## src/pmre_pkg.sv

```systemverilog
// Shared types and field widths for the polyline miter ribbon expander.
`timescale 1ns / 1ps

package pmre_pkg;

    localparam int COORD_W  = 16;
    localparam int VTX_W    = 21;
    localparam int COLOR_W  = 8;
    localparam int INDEX_W  = 32;
    localparam int LWIDTH_W = 12;

    // One segment job handed from the front to the back.
    typedef struct packed {
        logic signed [COORD_W-1:0] held_x;
        logic signed [COORD_W-1:0] held_y;
        logic signed [COORD_W-1:0] pt_x;
        logic signed [COORD_W-1:0] pt_y;
        logic [COLOR_W-1:0]        red;
        logic [COLOR_W-1:0]        green;
        logic [COLOR_W-1:0]        blue;
        logic                      first;
        logic                      last;
    } cmd_t;

    // One vertex pair as it leaves the block.
    typedef struct packed {
        logic signed [VTX_W-1:0] left_x;
        logic signed [VTX_W-1:0] left_y;
        logic signed [VTX_W-1:0] right_x;
        logic signed [VTX_W-1:0] right_y;
        logic [COLOR_W-1:0]      red;
        logic [COLOR_W-1:0]      green;
        logic [COLOR_W-1:0]      blue;
        logic [INDEX_W-1:0]      left_index;
        logic                    strip_end;
    } res_t;

endpackage

```

## src/pmre_fifo.sv

```systemverilog
// Small register FIFO used for the job queue and the result queue.
`timescale 1ns / 1ps

module pmre_fifo #(
    parameter int WIDTH = 8,
    parameter int DEPTH = 2
) (
    input  logic             clk,
    input  logic             rst_n,
    input  logic             push,
    input  logic [WIDTH-1:0] din,
    output logic             full,
    input  logic             pop,
    output logic [WIDTH-1:0] dout,
    output logic             empty
);

    localparam int AW = (DEPTH > 1) ? $clog2(DEPTH) : 1;
    localparam int CW = $clog2(DEPTH + 1);

    logic [WIDTH-1:0] mem_reg [DEPTH];
    logic [AW-1:0]    wr_ptr_reg, wr_ptr_next;
    logic [AW-1:0]    rd_ptr_reg, rd_ptr_next;
    logic [CW-1:0]    count_reg, count_next;
    logic             do_push, do_pop;

    assign full    = (count_reg == CW'(DEPTH));
    assign empty   = (count_reg == '0);
    assign do_push = push && !full;
    assign do_pop  = pop && !empty;
    assign dout    = mem_reg[rd_ptr_reg];

    always_comb
    begin
        wr_ptr_next = wr_ptr_reg;
        rd_ptr_next = rd_ptr_reg;
        count_next  = count_reg;
        if (do_push)
        begin
            wr_ptr_next = (wr_ptr_reg == AW'(DEPTH - 1)) ? '0 : wr_ptr_reg + AW'(1);
        end
        if (do_pop)
        begin
            rd_ptr_next = (rd_ptr_reg == AW'(DEPTH - 1)) ? '0 : rd_ptr_reg + AW'(1);
        end
        if (do_push && !do_pop)
        begin
            count_next = count_reg + CW'(1);
        end
        else if (do_pop && !do_push)
        begin
            count_next = count_reg - CW'(1);
        end
    end

    always_ff @(posedge clk or negedge rst_n)
    begin
        if (!rst_n)
        begin
            wr_ptr_reg <= '0;
            rd_ptr_reg <= '0;
            count_reg  <= '0;
        end
        else
        begin
            wr_ptr_reg <= wr_ptr_next;
            rd_ptr_reg <= rd_ptr_next;
            count_reg  <= count_next;
        end
    end

    always_ff @(posedge clk)
    begin
        if (do_push)
        begin
            mem_reg[wr_ptr_reg] <= din;
        end
    end

endmodule

```

## src/pmre_sqrt.sv

```systemverilog
// Bit-pair integer square root, one result bit per cycle.
`timescale 1ns / 1ps

module pmre_sqrt #(
    parameter int RW = 46
) (
    input  logic            clk,
    input  logic            rst_n,
    input  logic            start,
    input  logic [RW-1:0]   radicand,
    output logic            done,
    output logic [RW/2-1:0] root
);

    localparam int HW = RW / 2;

    logic [RW-1:0] v_reg, v_next;
    logic [RW-1:0] r_reg, r_next;
    logic [RW-1:0] b_reg, b_next;
    logic [RW-1:0] trial;
    logic          run_reg, run_next;
    logic          done_reg, done_next;

    assign trial = r_reg + b_reg;
    assign done  = done_reg;
    assign root  = r_reg[HW-1:0];

    always_comb
    begin
        v_next    = v_reg;
        r_next    = r_reg;
        b_next    = b_reg;
        run_next  = run_reg;
        done_next = 1'b0;
        if (start)
        begin
            v_next   = radicand;
            r_next   = '0;
            b_next   = {2'b01, {(RW-2){1'b0}}};
            run_next = 1'b1;
        end
        else if (run_reg)
        begin
            if (v_reg >= trial)
            begin
                v_next = v_reg - trial;
                r_next = (r_reg >> 1) + b_reg;
            end
            else
            begin
                r_next = r_reg >> 1;
            end
            b_next = b_reg >> 2;
            // The bit has reached weight one: this was the final step.
            if (b_reg[0])
            begin
                run_next  = 1'b0;
                done_next = 1'b1;
            end
        end
    end

    always_ff @(posedge clk or negedge rst_n)
    begin
        if (!rst_n)
        begin
            run_reg  <= 1'b0;
            done_reg <= 1'b0;
        end
        else
        begin
            run_reg  <= run_next;
            done_reg <= done_next;
        end
    end

    always_ff @(posedge clk)
    begin
        v_reg <= v_next;
        r_reg <= r_next;
        b_reg <= b_next;
    end

endmodule

```

## src/pmre_div.sv

```systemverilog
// Restoring divider, one quotient bit per cycle, for quotients below 2^QB.
`timescale 1ns / 1ps

module pmre_div #(
    parameter int NUM_W = 40,
    parameter int DEN_W = 30,
    parameter int QB    = 16
) (
    input  logic             clk,
    input  logic             rst_n,
    input  logic             start,
    input  logic [NUM_W-1:0] num,
    input  logic [DEN_W-1:0] den,
    output logic             done,
    output logic [QB-1:0]    quo
);

    localparam int IW  = (NUM_W > DEN_W + QB) ? NUM_W : DEN_W + QB;
    localparam int CNW = $clog2(QB + 1);

    logic [IW-1:0]  rem_reg, rem_next;
    logic [IW-1:0]  dsh_reg, dsh_next;
    logic [QB-1:0]  q_reg, q_next;
    logic [CNW-1:0] cnt_reg, cnt_next;
    logic           run_reg, run_next;
    logic           done_reg, done_next;

    assign done = done_reg;
    assign quo  = q_reg;

    always_comb
    begin
        rem_next  = rem_reg;
        dsh_next  = dsh_reg;
        q_next    = q_reg;
        cnt_next  = cnt_reg;
        run_next  = run_reg;
        done_next = 1'b0;
        if (start)
        begin
            rem_next = IW'(num);
            dsh_next = IW'(den) << (QB - 1);
            q_next   = '0;
            cnt_next = CNW'(QB);
            run_next = 1'b1;
        end
        else if (run_reg)
        begin
            if (rem_reg >= dsh_reg)
            begin
                rem_next = rem_reg - dsh_reg;
                q_next   = {q_reg[QB-2:0], 1'b1};
            end
            else
            begin
                q_next = {q_reg[QB-2:0], 1'b0};
            end
            dsh_next = dsh_reg >> 1;
            cnt_next = cnt_reg - CNW'(1);
            if (cnt_reg == CNW'(1))
            begin
                run_next  = 1'b0;
                done_next = 1'b1;
            end
        end
    end

    always_ff @(posedge clk or negedge rst_n)
    begin
        if (!rst_n)
        begin
            run_reg  <= 1'b0;
            done_reg <= 1'b0;
            cnt_reg  <= '0;
        end
        else
        begin
            run_reg  <= run_next;
            done_reg <= done_next;
            cnt_reg  <= cnt_next;
        end
    end

    always_ff @(posedge clk)
    begin
        rem_reg <= rem_next;
        dsh_reg <= dsh_next;
        q_reg   <= q_next;
    end

endmodule

```

## src/pmre_front.sv

```systemverilog
// Front end: accepts points, tracks route progress and issues segment jobs.
`timescale 1ns / 1ps

module pmre_front (
    input  logic                                 clk,
    input  logic                                 rst_n,
    input  logic                                 push,
    output logic                                 full,
    input  logic signed [pmre_pkg::COORD_W-1:0]  point_x,
    input  logic signed [pmre_pkg::COORD_W-1:0]  point_y,
    input  logic [pmre_pkg::COLOR_W-1:0]         color_red,
    input  logic [pmre_pkg::COLOR_W-1:0]         color_green,
    input  logic [pmre_pkg::COLOR_W-1:0]         color_blue,
    input  logic                                 last_point,
    input  logic                                 cmd_full,
    output logic                                 cmd_push,
    output pmre_pkg::cmd_t                       cmd
);

    import pmre_pkg::*;

    typedef enum logic [2:0] {
        RT_START = 3'b001,
        RT_ONE   = 3'b010,
        RT_MORE  = 3'b100
    } route_t;

    route_t                    route_reg, route_next;
    logic signed [COORD_W-1:0] held_x_reg, held_y_reg;
    logic [COLOR_W-1:0]        red_reg, green_reg, blue_reg;
    logic                      accept;

    assign full     = cmd_full;
    assign accept   = push && !cmd_full;
    assign cmd_push = accept && (route_reg != RT_START);

    always_comb
    begin
        cmd.held_x = held_x_reg;
        cmd.held_y = held_y_reg;
        cmd.pt_x   = point_x;
        cmd.pt_y   = point_y;
        cmd.red    = red_reg;
        cmd.green  = green_reg;
        cmd.blue   = blue_reg;
        cmd.first  = (route_reg == RT_ONE);
        cmd.last   = last_point;
    end

    always_comb
    begin
        route_next = route_reg;
        if (accept)
        begin
            case (route_reg)
                RT_START: route_next = last_point ? RT_START : RT_ONE;
                RT_ONE:   route_next = last_point ? RT_START : RT_MORE;
                RT_MORE:  route_next = last_point ? RT_START : RT_MORE;
                default:  route_next = RT_START;
            endcase
        end
    end

    always_ff @(posedge clk or negedge rst_n)
    begin
        if (!rst_n)
        begin
            route_reg  <= RT_START;
            held_x_reg <= '0;
            held_y_reg <= '0;
            red_reg    <= '0;
            green_reg  <= '0;
            blue_reg   <= '0;
        end
        else
        begin
            route_reg <= route_next;
            if (accept)
            begin
                held_x_reg <= point_x;
                held_y_reg <= point_y;
                // The route takes its color from its first point.
                if (route_reg == RT_START)
                begin
                    red_reg   <= color_red;
                    green_reg <= color_green;
                    blue_reg  <= color_blue;
                end
            end
        end
    end

endmodule

```

## src/pmre_back.sv

```systemverilog
// Back end: normals, miter selection and vertex pair generation per segment job.
`timescale 1ns / 1ps

module pmre_back #(
    parameter int NORMAL_FRAC_BITS = 14
) (
    input  logic                                 clk,
    input  logic                                 rst_n,
    input  logic                                 cmd_valid,
    output logic                                 cmd_pop,
    input  pmre_pkg::cmd_t                       cmd,
    input  logic [pmre_pkg::LWIDTH_W-1:0]        stroke_width,
    input  logic                                 res_full,
    output logic                                 res_push,
    output pmre_pkg::res_t                       res
);

    import pmre_pkg::*;

    localparam int F    = NORMAL_FRAC_BITS;
    localparam int NW   = F + 2;
    localparam int VW   = (F + 3 > 17) ? F + 3 : 17;
    localparam int MW   = VW - 1;
    localparam int SW   = 2 * MW + 1;
    localparam int RW   = 2 * MW + 14;
    localparam int LW   = RW / 2;
    localparam int QB   = (F + 2 > 15) ? F + 2 : 15;
    localparam int PW   = NW + LWIDTH_W;
    localparam int CW   = 2 * NW + 1;
    localparam int UNUM = MW + F + 7;
    localparam int MNUM = PW + F + 1;
    localparam int DNUM = (UNUM > MNUM) ? UNUM : MNUM;
    localparam int DDEN = (LW > CW + 1) ? LW : CW + 1;
    localparam int OW   = 16;
    localparam logic signed [CW-1:0] C_QUARTER = CW'(64'd1 << (2 * F - 2));
    localparam logic [PW+2:0]        HALF_END  = (PW+3)'(64'd1 << F);

    typedef enum logic [19:0] {
        ST_IDLE  = 20'h00001,
        ST_DIFF  = 20'h00002,
        ST_SQX   = 20'h00004,
        ST_SQY   = 20'h00008,
        ST_SUM   = 20'h00010,
        ST_ROOT  = 20'h00020,
        ST_DXG   = 20'h00040,
        ST_DXW   = 20'h00080,
        ST_DYG   = 20'h00100,
        ST_DYW   = 20'h00200,
        ST_SEGD  = 20'h00400,
        ST_MITD  = 20'h00800,
        ST_DOT1  = 20'h01000,
        ST_DOT2  = 20'h02000,
        ST_DOTS  = 20'h04000,
        ST_PMUL  = 20'h08000,
        ST_PSCL  = 20'h10000,
        ST_PDIV  = 20'h20000,
        ST_PEMIT = 20'h40000,
        ST_AFTER = 20'h80000
    } state_t;

    typedef enum logic [2:0] {
        KIND_UNIT  = 3'b001,
        KIND_SHARP = 3'b010,
        KIND_MITER = 3'b100
    } kind_t;

    state_t                 state_reg, state_next;
    cmd_t                   cmd_reg, cmd_next;
    logic                   phase_reg, phase_next;
    logic signed [VW-1:0]   vx_reg, vx_next, vy_reg, vy_next;
    logic [2*MW-1:0]        sqx_reg, sqx_next, sqy_reg, sqy_next;
    logic [LW-1:0]          l_reg, l_next;
    logic signed [NW-1:0]   ux_reg, ux_next, uy_reg, uy_next;
    logic signed [NW-1:0]   sx_reg, sx_next, sy_reg, sy_next;
    logic signed [NW-1:0]   prior_x_reg, prior_x_next, prior_y_reg, prior_y_next;
    logic signed [2*NW-1:0] p1_reg, p1_next, p2_reg, p2_next;
    logic signed [CW-1:0]   c_reg, c_next;
    logic signed [NW-1:0]   nx_reg, nx_next, ny_reg, ny_next;
    kind_t                  kind_reg, kind_next;
    logic                   end_reg, end_next;
    logic                   axis_reg, axis_next;
    logic signed [COORD_W-1:0] ptx_reg, ptx_next, pty_reg, pty_next;
    logic [PW-1:0]          prod_reg, prod_next;
    logic signed [OW-1:0]   offx_reg, offx_next, offy_reg, offy_next;
    logic [INDEX_W-1:0]     vcount_reg, vcount_next;

    logic [MW-1:0]          ax, ay, sq_in, uv_mag;
    logic [2*MW-1:0]        sq_prod;
    logic [SW-1:0]          s_sum;
    logic                   sq_start, sq_done;
    logic [RW-1:0]          sq_rad;
    logic [LW-1:0]          sq_root;
    logic                   div_start, div_done;
    logic [DNUM-1:0]        div_num;
    logic [DDEN-1:0]        div_den;
    logic [QB-1:0]          div_quo;
    logic signed [NW:0]     tx, ty;
    logic signed [CW-1:0]   c_sum;
    logic signed [NW-1:0]   n_sel;
    logic [NW-1:0]          n_mag;
    logic [PW+2:0]          scaled, rounded;
    logic [OW-1:0]          off_mag, div_off;
    logic signed [OW-1:0]   off_val, div_val;
    logic signed [NW-1:0]   q_pos;
    logic signed [21:0]     cx, cy, ox, oy;
    logic signed [21:0]     lx, ly, rx, ry;

    assign ax = MW'(vx_reg[VW-1] ? -vx_reg : vx_reg);
    assign ay = MW'(vy_reg[VW-1] ? -vy_reg : vy_reg);
    assign sq_in   = (state_reg == ST_SQY) ? ay : ax;
    assign sq_prod = (2*MW)'(sq_in) * (2*MW)'(sq_in);
    assign s_sum   = SW'(sqx_reg) + SW'(sqy_reg);
    assign sq_rad  = RW'({s_sum, 12'b0});
    assign sq_start = (state_reg == ST_SUM) && (s_sum != '0);

    assign uv_mag = (state_reg == ST_DYG) ? ay : ax;
    assign div_start = (state_reg == ST_DXG) || (state_reg == ST_DYG)
                       || ((state_reg == ST_PSCL) && (kind_reg == KIND_MITER));
    assign div_num = (state_reg == ST_PSCL)
                     ? DNUM'({prod_reg, {F{1'b0}}}) + DNUM'(c_reg)
                     : DNUM'({uv_mag, {(F+6){1'b0}}}) + DNUM'(l_reg >> 1);
    assign div_den = (state_reg == ST_PSCL) ? DDEN'({c_reg, 1'b0}) : DDEN'(l_reg);
    assign q_pos   = NW'(div_quo);

    assign tx    = (NW+1)'(prior_x_reg) - (NW+1)'(uy_reg);
    assign ty    = (NW+1)'(prior_y_reg) + (NW+1)'(ux_reg);
    assign c_sum = CW'(p1_reg) + CW'(p2_reg);

    assign n_sel   = axis_reg ? ny_reg : nx_reg;
    assign n_mag   = NW'(n_sel[NW-1] ? -n_sel : n_sel);
    assign scaled  = (kind_reg == KIND_SHARP) ? (PW+3)'({prod_reg, 2'b00})
                                              : (PW+3)'(prod_reg);
    assign rounded = scaled + HALF_END;
    assign off_mag = OW'(rounded >> (F + 1));
    assign off_val = n_sel[NW-1] ? -off_mag : off_mag;
    assign div_off = OW'(div_quo);
    assign div_val = n_sel[NW-1] ? -div_off : div_off;

    assign cx = {{2{ptx_reg[COORD_W-1]}}, ptx_reg, 4'b0};
    assign cy = {{2{pty_reg[COORD_W-1]}}, pty_reg, 4'b0};
    assign ox = 22'(offx_reg);
    assign oy = 22'(offy_reg);
    assign lx = cx + ox;
    assign ly = cy + oy;
    assign rx = cx - ox;
    assign ry = cy - oy;

    assign cmd_pop  = (state_reg == ST_IDLE) && cmd_valid;
    assign res_push = (state_reg == ST_PEMIT) && !res_full;

    always_comb
    begin
        res.left_x     = lx[VTX_W-1:0];
        res.left_y     = ly[VTX_W-1:0];
        res.right_x    = rx[VTX_W-1:0];
        res.right_y    = ry[VTX_W-1:0];
        res.red        = cmd_reg.red;
        res.green      = cmd_reg.green;
        res.blue       = cmd_reg.blue;
        res.left_index = vcount_reg;
        res.strip_end  = end_reg;
    end

    pmre_sqrt #(
        .RW(RW)
    ) u_sqrt (
        .clk      (clk),
        .rst_n    (rst_n),
        .start    (sq_start),
        .radicand (sq_rad),
        .done     (sq_done),
        .root     (sq_root)
    );

    pmre_div #(
        .NUM_W (DNUM),
        .DEN_W (DDEN),
        .QB    (QB)
    ) u_div (
        .clk   (clk),
        .rst_n (rst_n),
        .start (div_start),
        .num   (div_num),
        .den   (div_den),
        .done  (div_done),
        .quo   (div_quo)
    );

    always_comb
    begin
        state_next   = state_reg;
        cmd_next     = cmd_reg;
        phase_next   = phase_reg;
        vx_next      = vx_reg;
        vy_next      = vy_reg;
        sqx_next     = sqx_reg;
        sqy_next     = sqy_reg;
        l_next       = l_reg;
        ux_next      = ux_reg;
        uy_next      = uy_reg;
        sx_next      = sx_reg;
        sy_next      = sy_reg;
        prior_x_next = prior_x_reg;
        prior_y_next = prior_y_reg;
        p1_next      = p1_reg;
        p2_next      = p2_reg;
        c_next       = c_reg;
        nx_next      = nx_reg;
        ny_next      = ny_reg;
        kind_next    = kind_reg;
        end_next     = end_reg;
        axis_next    = axis_reg;
        ptx_next     = ptx_reg;
        pty_next     = pty_reg;
        prod_next    = prod_reg;
        offx_next    = offx_reg;
        offy_next    = offy_reg;
        vcount_next  = vcount_reg;

        case (state_reg)
            ST_IDLE:
            begin
                if (cmd_valid)
                begin
                    cmd_next   = cmd;
                    state_next = ST_DIFF;
                end
            end
            ST_DIFF:
            begin
                vx_next    = VW'(cmd_reg.pt_x) - VW'(cmd_reg.held_x);
                vy_next    = VW'(cmd_reg.pt_y) - VW'(cmd_reg.held_y);
                phase_next = 1'b0;
                state_next = ST_SQX;
            end
            ST_SQX:
            begin
                sqx_next   = sq_prod;
                state_next = ST_SQY;
            end
            ST_SQY:
            begin
                sqy_next   = sq_prod;
                state_next = ST_SUM;
            end
            ST_SUM:
            begin
                if (s_sum == '0)
                begin
                    // A zero-length vector normalizes to zero.
                    ux_next    = '0;
                    uy_next    = '0;
                    state_next = phase_reg ? ST_MITD : ST_SEGD;
                end
                else
                begin
                    state_next = ST_ROOT;
                end
            end
            ST_ROOT:
            begin
                if (sq_done)
                begin
                    l_next     = sq_root;
                    state_next = ST_DXG;
                end
            end
            ST_DXG:
            begin
                state_next = ST_DXW;
            end
            ST_DXW:
            begin
                if (div_done)
                begin
                    ux_next    = vx_reg[VW-1] ? -q_pos : q_pos;
                    state_next = ST_DYG;
                end
            end
            ST_DYG:
            begin
                state_next = ST_DYW;
            end
            ST_DYW:
            begin
                if (div_done)
                begin
                    uy_next    = vy_reg[VW-1] ? -q_pos : q_pos;
                    state_next = phase_reg ? ST_MITD : ST_SEGD;
                end
            end
            ST_SEGD:
            begin
                // Left normal of the segment is (-uy, ux).
                sx_next   = -uy_reg;
                sy_next   = ux_reg;
                ptx_next  = cmd_reg.held_x;
                pty_next  = cmd_reg.held_y;
                end_next  = 1'b0;
                axis_next = 1'b0;
                kind_next = KIND_UNIT;
                if (cmd_reg.first)
                begin
                    nx_next    = -uy_reg;
                    ny_next    = ux_reg;
                    state_next = ST_PMUL;
                end
                else if ((tx == '0) && (ty == '0))
                begin
                    // U-turn: keep the incoming normal at unit scale.
                    nx_next    = prior_x_reg;
                    ny_next    = prior_y_reg;
                    state_next = ST_PMUL;
                end
                else
                begin
                    vx_next    = VW'(tx);
                    vy_next    = VW'(ty);
                    phase_next = 1'b1;
                    state_next = ST_SQX;
                end
            end
            ST_MITD:
            begin
                nx_next    = ux_reg;
                ny_next    = uy_reg;
                state_next = ST_DOT1;
            end
            ST_DOT1:
            begin
                p1_next    = (2*NW)'(ux_reg) * (2*NW)'(prior_x_reg);
                state_next = ST_DOT2;
            end
            ST_DOT2:
            begin
                p2_next    = (2*NW)'(uy_reg) * (2*NW)'(prior_y_reg);
                state_next = ST_DOTS;
            end
            ST_DOTS:
            begin
                c_next     = c_sum;
                kind_next  = (c_sum <= C_QUARTER) ? KIND_SHARP : KIND_MITER;
                state_next = ST_PMUL;
            end
            ST_PMUL:
            begin
                if (stroke_width == '0)
                begin
                    state_next = ST_AFTER;
                end
                else
                begin
                    prod_next  = PW'(n_mag) * PW'(stroke_width);
                    state_next = ST_PSCL;
                end
            end
            ST_PSCL:
            begin
                if (kind_reg == KIND_MITER)
                begin
                    state_next = ST_PDIV;
                end
                else
                begin
                    if (axis_reg)
                    begin
                        offy_next  = off_val;
                        state_next = ST_PEMIT;
                    end
                    else
                    begin
                        offx_next  = off_val;
                        axis_next  = 1'b1;
                        state_next = ST_PMUL;
                    end
                end
            end
            ST_PDIV:
            begin
                if (div_done)
                begin
                    if (axis_reg)
                    begin
                        offy_next  = div_val;
                        state_next = ST_PEMIT;
                    end
                    else
                    begin
                        offx_next  = div_val;
                        axis_next  = 1'b1;
                        state_next = ST_PMUL;
                    end
                end
            end
            ST_PEMIT:
            begin
                if (!res_full)
                begin
                    vcount_next = vcount_reg + INDEX_W'(2);
                    state_next  = ST_AFTER;
                end
            end
            ST_AFTER:
            begin
                if (end_reg)
                begin
                    state_next = ST_IDLE;
                end
                else
                begin
                    prior_x_next = sx_reg;
                    prior_y_next = sy_reg;
                    if (cmd_reg.last)
                    begin
                        ptx_next   = cmd_reg.pt_x;
                        pty_next   = cmd_reg.pt_y;
                        nx_next    = sx_reg;
                        ny_next    = sy_reg;
                        kind_next  = KIND_UNIT;
                        end_next   = 1'b1;
                        axis_next  = 1'b0;
                        state_next = ST_PMUL;
                    end
                    else
                    begin
                        state_next = ST_IDLE;
                    end
                end
            end
            default:
            begin
                state_next = ST_IDLE;
            end
        endcase
    end

    always_ff @(posedge clk or negedge rst_n)
    begin
        if (!rst_n)
        begin
            state_reg   <= ST_IDLE;
            prior_x_reg <= '0;
            prior_y_reg <= '0;
            vcount_reg  <= '0;
            end_reg     <= 1'b0;
            axis_reg    <= 1'b0;
            phase_reg   <= 1'b0;
            kind_reg    <= KIND_UNIT;
        end
        else
        begin
            state_reg   <= state_next;
            prior_x_reg <= prior_x_next;
            prior_y_reg <= prior_y_next;
            vcount_reg  <= vcount_next;
            end_reg     <= end_next;
            axis_reg    <= axis_next;
            phase_reg   <= phase_next;
            kind_reg    <= kind_next;
        end
    end

    always_ff @(posedge clk)
    begin
        cmd_reg  <= cmd_next;
        vx_reg   <= vx_next;
        vy_reg   <= vy_next;
        sqx_reg  <= sqx_next;
        sqy_reg  <= sqy_next;
        l_reg    <= l_next;
        ux_reg   <= ux_next;
        uy_reg   <= uy_next;
        sx_reg   <= sx_next;
        sy_reg   <= sy_next;
        p1_reg   <= p1_next;
        p2_reg   <= p2_next;
        c_reg    <= c_next;
        nx_reg   <= nx_next;
        ny_reg   <= ny_next;
        ptx_reg  <= ptx_next;
        pty_reg  <= pty_next;
        prod_reg <= prod_next;
        offx_reg <= offx_next;
        offy_reg <= offy_next;
    end

endmodule

```

## src/polyline_miter_ribbon_expander.sv

```systemverilog
// Top level of the polyline miter ribbon expander.
`timescale 1ns / 1ps

// Points go in through a queue-style push/full port and vertex pairs come out
// through an empty/pop port; the first point of a route produces nothing, each
// later point releases the pair of the point before it, and a route's last
// point also releases its own pair, marked with strip_end. Work is done one
// segment at a time by a back end that shares a single square-root unit (one
// root bit per cycle) and a single divider (one quotient bit per cycle, for
// quotients of max(NORMAL_FRAC_BITS+2, 15) bits). A short job queue lets the
// next points be taken while the back end works on a segment. No pairs are
// released while the stroke_width register holds zero. The stroke_width
// register may only be written while no point is in flight.
module polyline_miter_ribbon_expander #(
    parameter int NORMAL_FRAC_BITS = 14,
    parameter int CMD_DEPTH        = 2,
    parameter int RES_DEPTH        = 2
) (
    input  logic                                 clk,
    input  logic                                 rst_n,
    input  logic                                 push,
    output logic                                 full,
    input  logic signed [pmre_pkg::COORD_W-1:0]  point_x,
    input  logic signed [pmre_pkg::COORD_W-1:0]  point_y,
    input  logic [pmre_pkg::COLOR_W-1:0]         color_red,
    input  logic [pmre_pkg::COLOR_W-1:0]         color_green,
    input  logic [pmre_pkg::COLOR_W-1:0]         color_blue,
    input  logic                                 last_point,
    output logic                                 empty,
    input  logic                                 pop,
    output logic signed [pmre_pkg::VTX_W-1:0]    left_x,
    output logic signed [pmre_pkg::VTX_W-1:0]    left_y,
    output logic signed [pmre_pkg::VTX_W-1:0]    right_x,
    output logic signed [pmre_pkg::VTX_W-1:0]    right_y,
    output logic [pmre_pkg::COLOR_W-1:0]         out_red,
    output logic [pmre_pkg::COLOR_W-1:0]         out_green,
    output logic [pmre_pkg::COLOR_W-1:0]         out_blue,
    output logic [pmre_pkg::INDEX_W-1:0]         left_index,
    output logic                                 strip_end,
    input  logic                                 cfg_valid,
    output logic                                 cfg_ready,
    input  logic [pmre_pkg::LWIDTH_W-1:0]        stroke_width
);

    import pmre_pkg::*;

    localparam int CMD_W = $bits(cmd_t);
    localparam int RES_W = $bits(res_t);

    logic [LWIDTH_W-1:0] stroke_width_reg;
    logic                cmd_push, cmd_full, cmd_empty, cmd_pop;
    cmd_t                cmd_in, cmd_out;
    logic [CMD_W-1:0]    cmd_dout;
    logic                res_push, res_full;
    res_t                res_in, res_out;
    logic [RES_W-1:0]    res_dout;

    assign cfg_ready = 1'b1;

    always_ff @(posedge clk or negedge rst_n)
    begin
        if (!rst_n)
        begin
            stroke_width_reg <= LWIDTH_W'(16);
        end
        else if (cfg_valid && cfg_ready)
        begin
            stroke_width_reg <= stroke_width;
        end
    end

    pmre_front u_front (
        .clk         (clk),
        .rst_n       (rst_n),
        .push        (push),
        .full        (full),
        .point_x     (point_x),
        .point_y     (point_y),
        .color_red   (color_red),
        .color_green (color_green),
        .color_blue  (color_blue),
        .last_point  (last_point),
        .cmd_full    (cmd_full),
        .cmd_push    (cmd_push),
        .cmd         (cmd_in)
    );

    pmre_fifo #(
        .WIDTH (CMD_W),
        .DEPTH (CMD_DEPTH)
    ) u_cmd_q (
        .clk   (clk),
        .rst_n (rst_n),
        .push  (cmd_push),
        .din   (cmd_in),
        .full  (cmd_full),
        .pop   (cmd_pop),
        .dout  (cmd_dout),
        .empty (cmd_empty)
    );

    assign cmd_out = cmd_t'(cmd_dout);

    pmre_back #(
        .NORMAL_FRAC_BITS (NORMAL_FRAC_BITS)
    ) u_back (
        .clk          (clk),
        .rst_n        (rst_n),
        .cmd_valid    (!cmd_empty),
        .cmd_pop      (cmd_pop),
        .cmd          (cmd_out),
        .stroke_width (stroke_width_reg),
        .res_full     (res_full),
        .res_push     (res_push),
        .res          (res_in)
    );

    pmre_fifo #(
        .WIDTH (RES_W),
        .DEPTH (RES_DEPTH)
    ) u_res_q (
        .clk   (clk),
        .rst_n (rst_n),
        .push  (res_push),
        .din   (res_in),
        .full  (res_full),
        .pop   (pop),
        .dout  (res_dout),
        .empty (empty)
    );

    assign res_out    = res_t'(res_dout);
    assign left_x     = res_out.left_x;
    assign left_y     = res_out.left_y;
    assign right_x    = res_out.right_x;
    assign right_y    = res_out.right_y;
    assign out_red    = res_out.red;
    assign out_green  = res_out.green;
    assign out_blue   = res_out.blue;
    assign left_index = res_out.left_index;
    assign strip_end  = res_out.strip_end;

endmodule

```

## config.mk

```make
export PLATFORM = sky130hd
export DESIGN_NAME = polyline_miter_ribbon_expander
export DESIGN_NICKNAME = d
export VERILOG_FILES = /design/src/pmre_pkg.sv /design/src/pmre_fifo.sv /design/src/pmre_sqrt.sv /design/src/pmre_div.sv /design/src/pmre_front.sv /design/src/pmre_back.sv /design/src/polyline_miter_ribbon_expander.sv
export SDC_FILE = /design/constraint.sdc
export NUM_CORES = 2
export LEC_CHECK = 0
export BUFFER_PORTS_ARGS = -buffer_cell sky130_fd_sc_hd__buf_2
export CAP_MARGIN = 25
export CELL_PAD_IN_SITES_DETAIL_PLACEMENT = 0
export CELL_PAD_IN_SITES_GLOBAL_PLACEMENT = 1
export CORE_ASPECT_RATIO = 0.7
export CORE_MARGIN = 2
export CORE_UTILIZATION = 35
export CTS_BUF_LIST = sky130_fd_sc_hd__clkbuf_8
export DETAILED_ROUTE_END_ITERATION = 8
export GPL_TIMING_DRIVEN = 0
export PLACE_DENSITY = 0.6
export SYNTH_ARGS = -nofsm -noshare
export SYNTH_HDL_FRONTEND = slang
export SYNTH_SLANG_ARGS = --single-unit
```

## constraint.sdc

```tcl
create_clock -name clk -period 27 [get_ports clk]
set_clock_uncertainty 0.1 [all_clocks]
set_input_delay 2.7 -clock clk [delete_from_list [all_inputs] [get_ports clk]]
set_output_delay 2.7 -clock clk [all_outputs]
set_load 0.005 [all_outputs]
```

Word-level counts from Yosys, hierarchy flattened
Memories as Yosys holds them, arrays and structs flattened. A register that Yosys moved wholly into a read port is not among the register bits.
Index checks and enable logic that the tools add are counted.
{"block": "classes", "n_addsub": 34, "multipliers": 4, "order_cmp": 3, "eq_ne": 46, "mux": 120, "bitwise_logic": 4, "n_reduce_logical": 67}
{"cell": "2-to-1 mux 16 bit", "count": 35}
{"cell": "case mux 20 bit (20 select lines)", "count": 1}
{"cell": "2-to-1 mux 20 bit", "count": 11}
{"cell": "case mux 16 bit (2 select lines)", "count": 6}
{"cell": "2-to-1 mux 43 bit", "count": 4}
{"cell": "2-to-1 mux 45 bit", "count": 3}
{"cell": "negator 16 bit", "count": 7}
{"cell": "2-to-1 mux 49 bit", "count": 2}
{"cell": "multiplier 16 x 16 -> 32 bit", "count": 3}
{"cell": "case mux 16 bit (3 select lines)", "count": 2}
{"cell": "2-to-1 mux 17 bit", "count": 4}
{"cell": "case mux 17 bit (2 select lines)", "count": 2}
{"cell": "adder 32 x 32 -> 33 bit", "count": 2}
{"cell": "subtractor 16 x 16 -> 17 bit", "count": 3}
{"cell": "greater-or-equal comparator 50 x 49 -> 1 bit", "count": 1}
{"cell": "subtractor 50 x 49 -> 50 bit", "count": 1}
{"cell": "adder 45 x 45 -> 46 bit", "count": 1}
{"cell": "adder 46 x 45 -> 46 bit", "count": 1}
{"cell": "greater-or-equal comparator 46 bit", "count": 1}
{"cell": "2-to-1 mux 46 bit", "count": 1}
{"cell": "subtractor 46 bit", "count": 1}
{"cell": "adder 42 x 43 -> 43 bit", "count": 1}
{"cell": "adder 20 x 16 -> 21 bit", "count": 2}
{"cell": "subtractor 20 x 16 -> 21 bit", "count": 2}
{"cell": "other kinds (68)", "count": 181}
{"block": "word_totals", "regBits": 814, "mem_bits_rw": 462, "in_bits": 74, "output_inout_bits": 144, "memories": 2}
{"memory": "u_res_q.mem_reg", "words": 2, "word_bits": 141, "rd": 1, "rd_clocked_by_memory_dff": 0, "write_ports": 1, "line_no": "pmre_fifo.sv:21", "text": "logic [WIDTH-1:0] mem_reg [DEPTH];"}
{"memory": "u_cmd_q.mem_reg", "words": 2, "word_bits": 90, "rd": 1, "rd_clocked_by_memory_dff": 1, "write_ports": 1, "line_no": "pmre_fifo.sv:21"}

Depth between registers and ports, before layout
{"block": "depth", "word_depth": 9, "mapped_depth": 36}

By module
From an unflattened synthesis, not the netlist that was laid out.
{"block": "hier_totals", "cells_unflattened": 10262, "area_unflattened_um2": 107111.5}
{"module": "pmre_back", "n_inst": 1, "cells_each": 7062, "area_each_um2": 67762.5}
{"module": "pmre_fifo (u_res_q)", "n_inst": 1, "cells_each": 458, "area_each_um2": 10695.3}
{"module": "pmre_sqrt", "n_inst": 1, "cells_each": 1267, "area_each_um2": 10342.4}
{"module": "pmre_div", "n_inst": 1, "cells_each": 910, "area_each_um2": 8076.5}
{"module": "pmre_fifo (u_cmd_q)", "n_inst": 1, "cells_each": 299, "area_each_um2": 7140.6}
{"module": "pmre_front", "n_inst": 1, "cells_each": 238, "area_each_um2": 2593.7}
{"module": "polyline_miter_ribbon_expander", "n_inst": 1, "cells_each": 28, "area_each_um2": 500.5}

Worst setup path before layout
OpenSTA, ideal clock, no wires.
{"block": "synth_path", "path_kind": "reg2reg", "from": "register u_back.state_reg[14]", "to": "memory u_res_q.mem_reg[0][0] (netlist bit), enable pin", "arrival_time_ns": 14.716, "setup_slack_ns": 11.210, "stages_incl_launch_ff": 6, "path_buffers": 0, "synth_period_minus_slack_ns": 15.790, "cell_sequence": "dfrtp_1 > nor4_1 > nand2_1 > or4_1 > or2_1 > nor4_1"}
{"block": "synth_via", "elab_chain_len": 5}
{"element": "from (decl)", "line_no": "pmre_back.sv:67", "text": "state_t state_reg, state_next;"}
{"element": "from (signal assigned)", "line_no": "pmre_back.sv:452", "text": "state_reg <= state_next;"}
{"element": "equality test 20 x 19 -> 1 bit", "line_no": "pmre_back.sv:149", "text": "assign res_push = (state_reg == ST_PEMIT) && !res_full;"}
{"element": "logical AND 1 bit", "line_no": "pmre_back.sv:149"}
{"element": "logical AND 1 bit", "line_no": "pmre_fifo.sv:29", "text": "assign do_push = push && !full;"}
{"element": "2-to-1 mux 1 bit", "line_no": "pmre_fifo.sv:74", "text": "if (do_push)"}
{"element": "2-to-1 mux 1 bit (not written as such)", "line_no": "pmre_fifo.sv:76", "text": "mem_reg[wr_ptr_reg] <= din;"}
{"element": "to (decl)", "line_no": "pmre_fifo.sv:21"}
Every way passes these cells.

Final worst setup path
{"block": "layout_path", "from": "register u_back.state_reg[14]", "to": "register u_back.sqx_reg[28] (data pin)"}
{"block": "layout_via", "elab_chain_len": 3}
{"element": "equality test 20 x 4 -> 1 bit", "line_no": "pmre_back.sv:110", "text": "assign sq_in = (state_reg == ST_SQY) ? ay : ax;"}
{"element": "2-to-1 mux 16 bit", "line_no": "pmre_back.sv:110"}
{"element": "multiplier 16 x 16 -> 32 bit", "line_no": "pmre_back.sv:111", "text": "assign sq_prod = (2*MW)'(sq_in) * (2*MW)'(sq_in);"}
{"element": "named net u_back.sq_prod[28]", "line_no": "pmre_back.sv:88", "text": "logic [2*MW-1:0] sq_prod;"}
{"element": "to (signal assigned)", "line_no": "pmre_back.sv:468", "text": "sqx_reg <= sqx_next;"}
{"element": "to (decl)", "line_no": "pmre_back.sv:71", "text": "logic [2*MW-1:0] sqx_reg, sqx_next, sqy_reg, sqy_next;"}
The timed path passes the listed nets, and every way through them passes these cells.
A chain may end at the register's enable or synchronous reset.

==> results.rst <==
.. list-table::
   :header-rows: 1

   * - Metric
     - Value
   * - Worst setup path start
     - u_back.state_reg[14]
   * - Period minus WS final
     - 12.27 ns
   * - Primary FF master, synth
     - sky130_fd_sc_hd__edfxtp_1
   * - Iter 0 DRT Violations
     - roughly 7800
   * - Largest net degree at the start of global routing
     - 85
   * - Headroom to the max-slew limit
     - 17.52%
   * - Master of the slowest instance on the critical path
     - sky130_fd_sc_hd__o311ai_0
   * - Synthesized Nets
     - between 10000 and 15000
   * - Max FFs per register
     - approximately 280
   * - Final HPWL from detailed placement
     - 275.3 mm
   * - Core footprint
     - 0.2931 sq mm
   * - EDFF count, synth
     - 1060
   * - Sequential fraction of the synthesis area
     - between 30 and 40%
   * - CTS tree
     - yes
   * - Area of the die
     - around 0.3 sq mm
   * - Most frequent cells in the layout
     - sky130_fd_sc_hd__inv_1 (1276), sky130_fd_sc_hd__nand2_1 (1068), sky130_fd_sc_hd__edfxtp_1 (1060), sky130_fd_sc_hd__fa_1 (837), sky130_fd_sc_hd__ha_1 (708)
   * - Final hold violation count
     - 0
   * - Register-to-Register Setup Slack
     - approximately 15 ns
   * - Setup crit end
     - u_back.sqx_reg[28]
   * - Fin nets
     - roughly 12000
   * - Final antenna-violating net count
     - 0
   * - Slew @ Worst Pin
     - approximately 1.2 ns
   * - Startpoint of the worst register-to-register path
     - u_back.state_reg[14]
   * - Cts bufs inserted
     - 222
   * - Number of H-tree levels
     - 4
   * - Data required time at the worst endpoint
     - 27.49 ns
   * - R2r endpoint
     - u_back.sqx_reg[28]
   * - Total Routed Length
     - between 300 and 400 mm
   * - Placer congestion estimate
     - 0.9330
   * - Start-to-end type of the worst setup path
     - reg -> reg
   * - Die extent in x
     - around 650 microns
   * - Via count
     - 75250
   * - Total global-route track usage
     - 22.49%
   * - Clock-pin transition on the worst setup and hold timing paths
     - 0.07 ns
   * - Number of max-cap violations
     - 0
   * - Vias in the first global route
     - 73120
   * - Resized cells post-CTS
     - 0
   * - Run status
     - completed
   * - Skew-Pair Late Insertion Delay
     - about 1.0 ns
   * - Initial Utilization
     - a little over a third
   * - Clock Tree Buf Depth
     - 4
   * - Post-Synthesis Cells
     - between 9000 and 10000
   * - Most frequent CP cell
     - sky130_fd_sc_hd__fa_1
   * - Most common cell after layout, fill and taps aside
     - sky130_fd_sc_hd__inv_1
   * - Instance count after placement with tap cells included
     - ~14000
   * - Mean post-synth cell area
     - roughly 10 sq um
   * - Die span in y
     - about 460 microns
   * - CP startpoint kind
     - register
   * - CP endpoint kind
     - register
   * - Average routed wire per standard cell
     - roughly 23 microns
   * - Number of antenna violations at the first check in global routing
     - 50
   * - Count of buffers inserted at the top-level ports
     - ~220
   * - Share of the synthesized area in the top cell type
     - 30.78%
   * - Wire length of the first global-routing pass
     - 499.2 mm
   * - Final setup violation count
     - 0
   * - Number of warnings reported in the yosys synthesis log
     - 0
   * - Number of slew-limit violations in the final report
     - 0
   * - Cts hold-fix bufs
     - 0
   * - Standard-cell row count
     - around 170
   * - Total global routing overflow
     - 0
   * - Post CTS Setup Buffer Count
     - 0
   * - Root buffer cell
     - sky130_fd_sc_hd__clkbuf_8
   * - Biggest area consumer among synthesized cells
     - sky130_fd_sc_hd__edfxtp_1
   * - Area growth from synthesis to final layout
     - 11.56%
   * - Most area-consuming cells after synthesis
     - sky130_fd_sc_hd__edfxtp_1 (31%), sky130_fd_sc_hd__fa_1 (16%), sky130_fd_sc_hd__ha_1 (8.6%)
   * - Detailed Routing Iterations Pass 1
     - 6
   * - Sum of negative setup slack
     - 0 ns
   * - Delay of the slowest critical-path stage
     - 0.89 ns
   * - Min-delay worst type
     - reg -> reg
   * - Worst reg2reg path depth
     - 28
   * - CTS Sinks
     - around 1400
   * - Number of non-filler instances in the completed layout
     - 14540
   * - Async S/R FF share, synth
     - a little over an eighth
   * - Number of placed I/O pins
     - between 200 and 250
   * - Unrepaired setup endpoints after global routing
     - false
   * - # fillers
     - 28970
   * - Yosys cell types
     - roughly 90
   * - Period utilisation layout
     - 45.44%
   * - Netlist area before placement
     - around 0.10 sq mm
   * - DR DRC count
     - 0
   * - Peak fanout along the critical path
     - 10
   * - Fraction of final layout cells sized beyond drive strength 1
     - 10.40%
   * - Synthesized flop and latch total
     - between 1000 and 1500
   * - Achievable Freq
     - around 0.08 GHz
   * - Mean number of vias per cell
     - between 5 and 6
   * - Crit path DAT
     - roughly 13 ns
-- stage by stage --
stage               setup WS, ns  hold WS [ns]  util (%)  cell area (sq um)
finish                     14.73        0.3453     39.36             115400
global route               14.10        0.3521     39.35             115300
CTS                        14.72        0.3444     39.31             115200
detailed placement         14.83        0.3298     37.72             110600
global placement           1.518        0.3225     37.33             109400
floorplan                  11.21        0.3215         -             103400
-- worst min-delay path by stage --
stage                               from                     end  slack [ns]  cells past startpoint
after floorplan           u_back.res[33]  u_res_q.mem_reg[0][33]        0.32                      0
after global placement    u_back.res[55]  u_res_q.mem_reg[0][55]        0.32                      0
after detailed placement  u_back.res[34]  u_res_q.mem_reg[1][34]        0.33                      0
after CTS                 u_back.res[34]  u_res_q.mem_reg[0][34]        0.34                      0
after global routing      u_back.res[54]  u_res_q.mem_reg[1][54]        0.35                      0
final                     u_back.res[45]  u_res_q.mem_reg[1][45]        0.35                      0
-- Yosys cell counts, types with 55 or more instances --
cell / count
sky130_fd_sc_hd__a21o_1: 156
sky130_fd_sc_hd__a21oi_1: 413
sky130_fd_sc_hd__a31oi_1: 69
sky130_fd_sc_hd__and2_1: 295
sky130_fd_sc_hd__and3_1: 55
sky130_fd_sc_hd__clkbuf_1: 318
sky130_fd_sc_hd__dfrtp_1: 173
sky130_fd_sc_hd__dfxtp_1: 120
sky130_fd_sc_hd__edfxtp_1: 1060
sky130_fd_sc_hd__fa_1: 837
sky130_fd_sc_hd__ha_1: 708
sky130_fd_sc_hd__inv_1: 1211
sky130_fd_sc_hd__mux2_2: 319
sky130_fd_sc_hd__mux2i_1: 151
sky130_fd_sc_hd__nand2_1: 1070
sky130_fd_sc_hd__nand2b_1: 88
sky130_fd_sc_hd__nand3_1: 115
sky130_fd_sc_hd__nor2_1: 687
sky130_fd_sc_hd__nor2b_1: 89
sky130_fd_sc_hd__nor3_1: 99
sky130_fd_sc_hd__o21a_1: 59
sky130_fd_sc_hd__o21ai_0: 403
sky130_fd_sc_hd__o21bai_1: 57
sky130_fd_sc_hd__xnor2_1: 389
sky130_fd_sc_hd__xor2_1: 240
-- critical path: cells and delay by family (launching register included) --
kind                       cells  cell delay, ns
DFF                            1            0.43
xor gates and xnor gates       1            0.73
buffers and inverters          8            1.76
AOI/OAI and AO/OA              5            2.70
and+or+nand+nor                7            2.77
adders and majority gates      7            3.32
-- logic make-up (layout without fill, tap and decap cells) --
kind of cell	count (synthesis)	in the layout	share of synthesized area [%]
compound gates	1533	1533	9.445
xor+xnor	629	629	5.328
fa+ha+maj	1545	1545	24.77
buf+inv	1597	2309	5.866
flops	1357	1357	37.40
mux	470	470	4.936
other cells	2	17	0.007263
simple gates	2736	2736	12.25
-- routing by layer --
metal	vias up	wire, microns	global-route usage, %
met5	-	13	0
met4	2	5766	4.048
met3	327	28400	4.757
met2	2574	129300	29.19
met1	37950	178100	37.30
li1	34400	-	-
-- final cells by class --
class	instances	area [sq um]	area share, %
buffer	378	1491	1.293
inverter	1219	4576	3.967
multi-input combinational	6915	58760	50.94
timing repair buffer	306	2245	1.946
tap	3948	4940	4.282
clock inverter	147	1077	0.9339
antenna	15	37.54	0.03254
clock buffer	259	3565	3.090
sequential	1357	38670	33.52
Power is not shown: default switching activity piles up to over one toggle a cycle in this logic, so the estimate is an artifact.
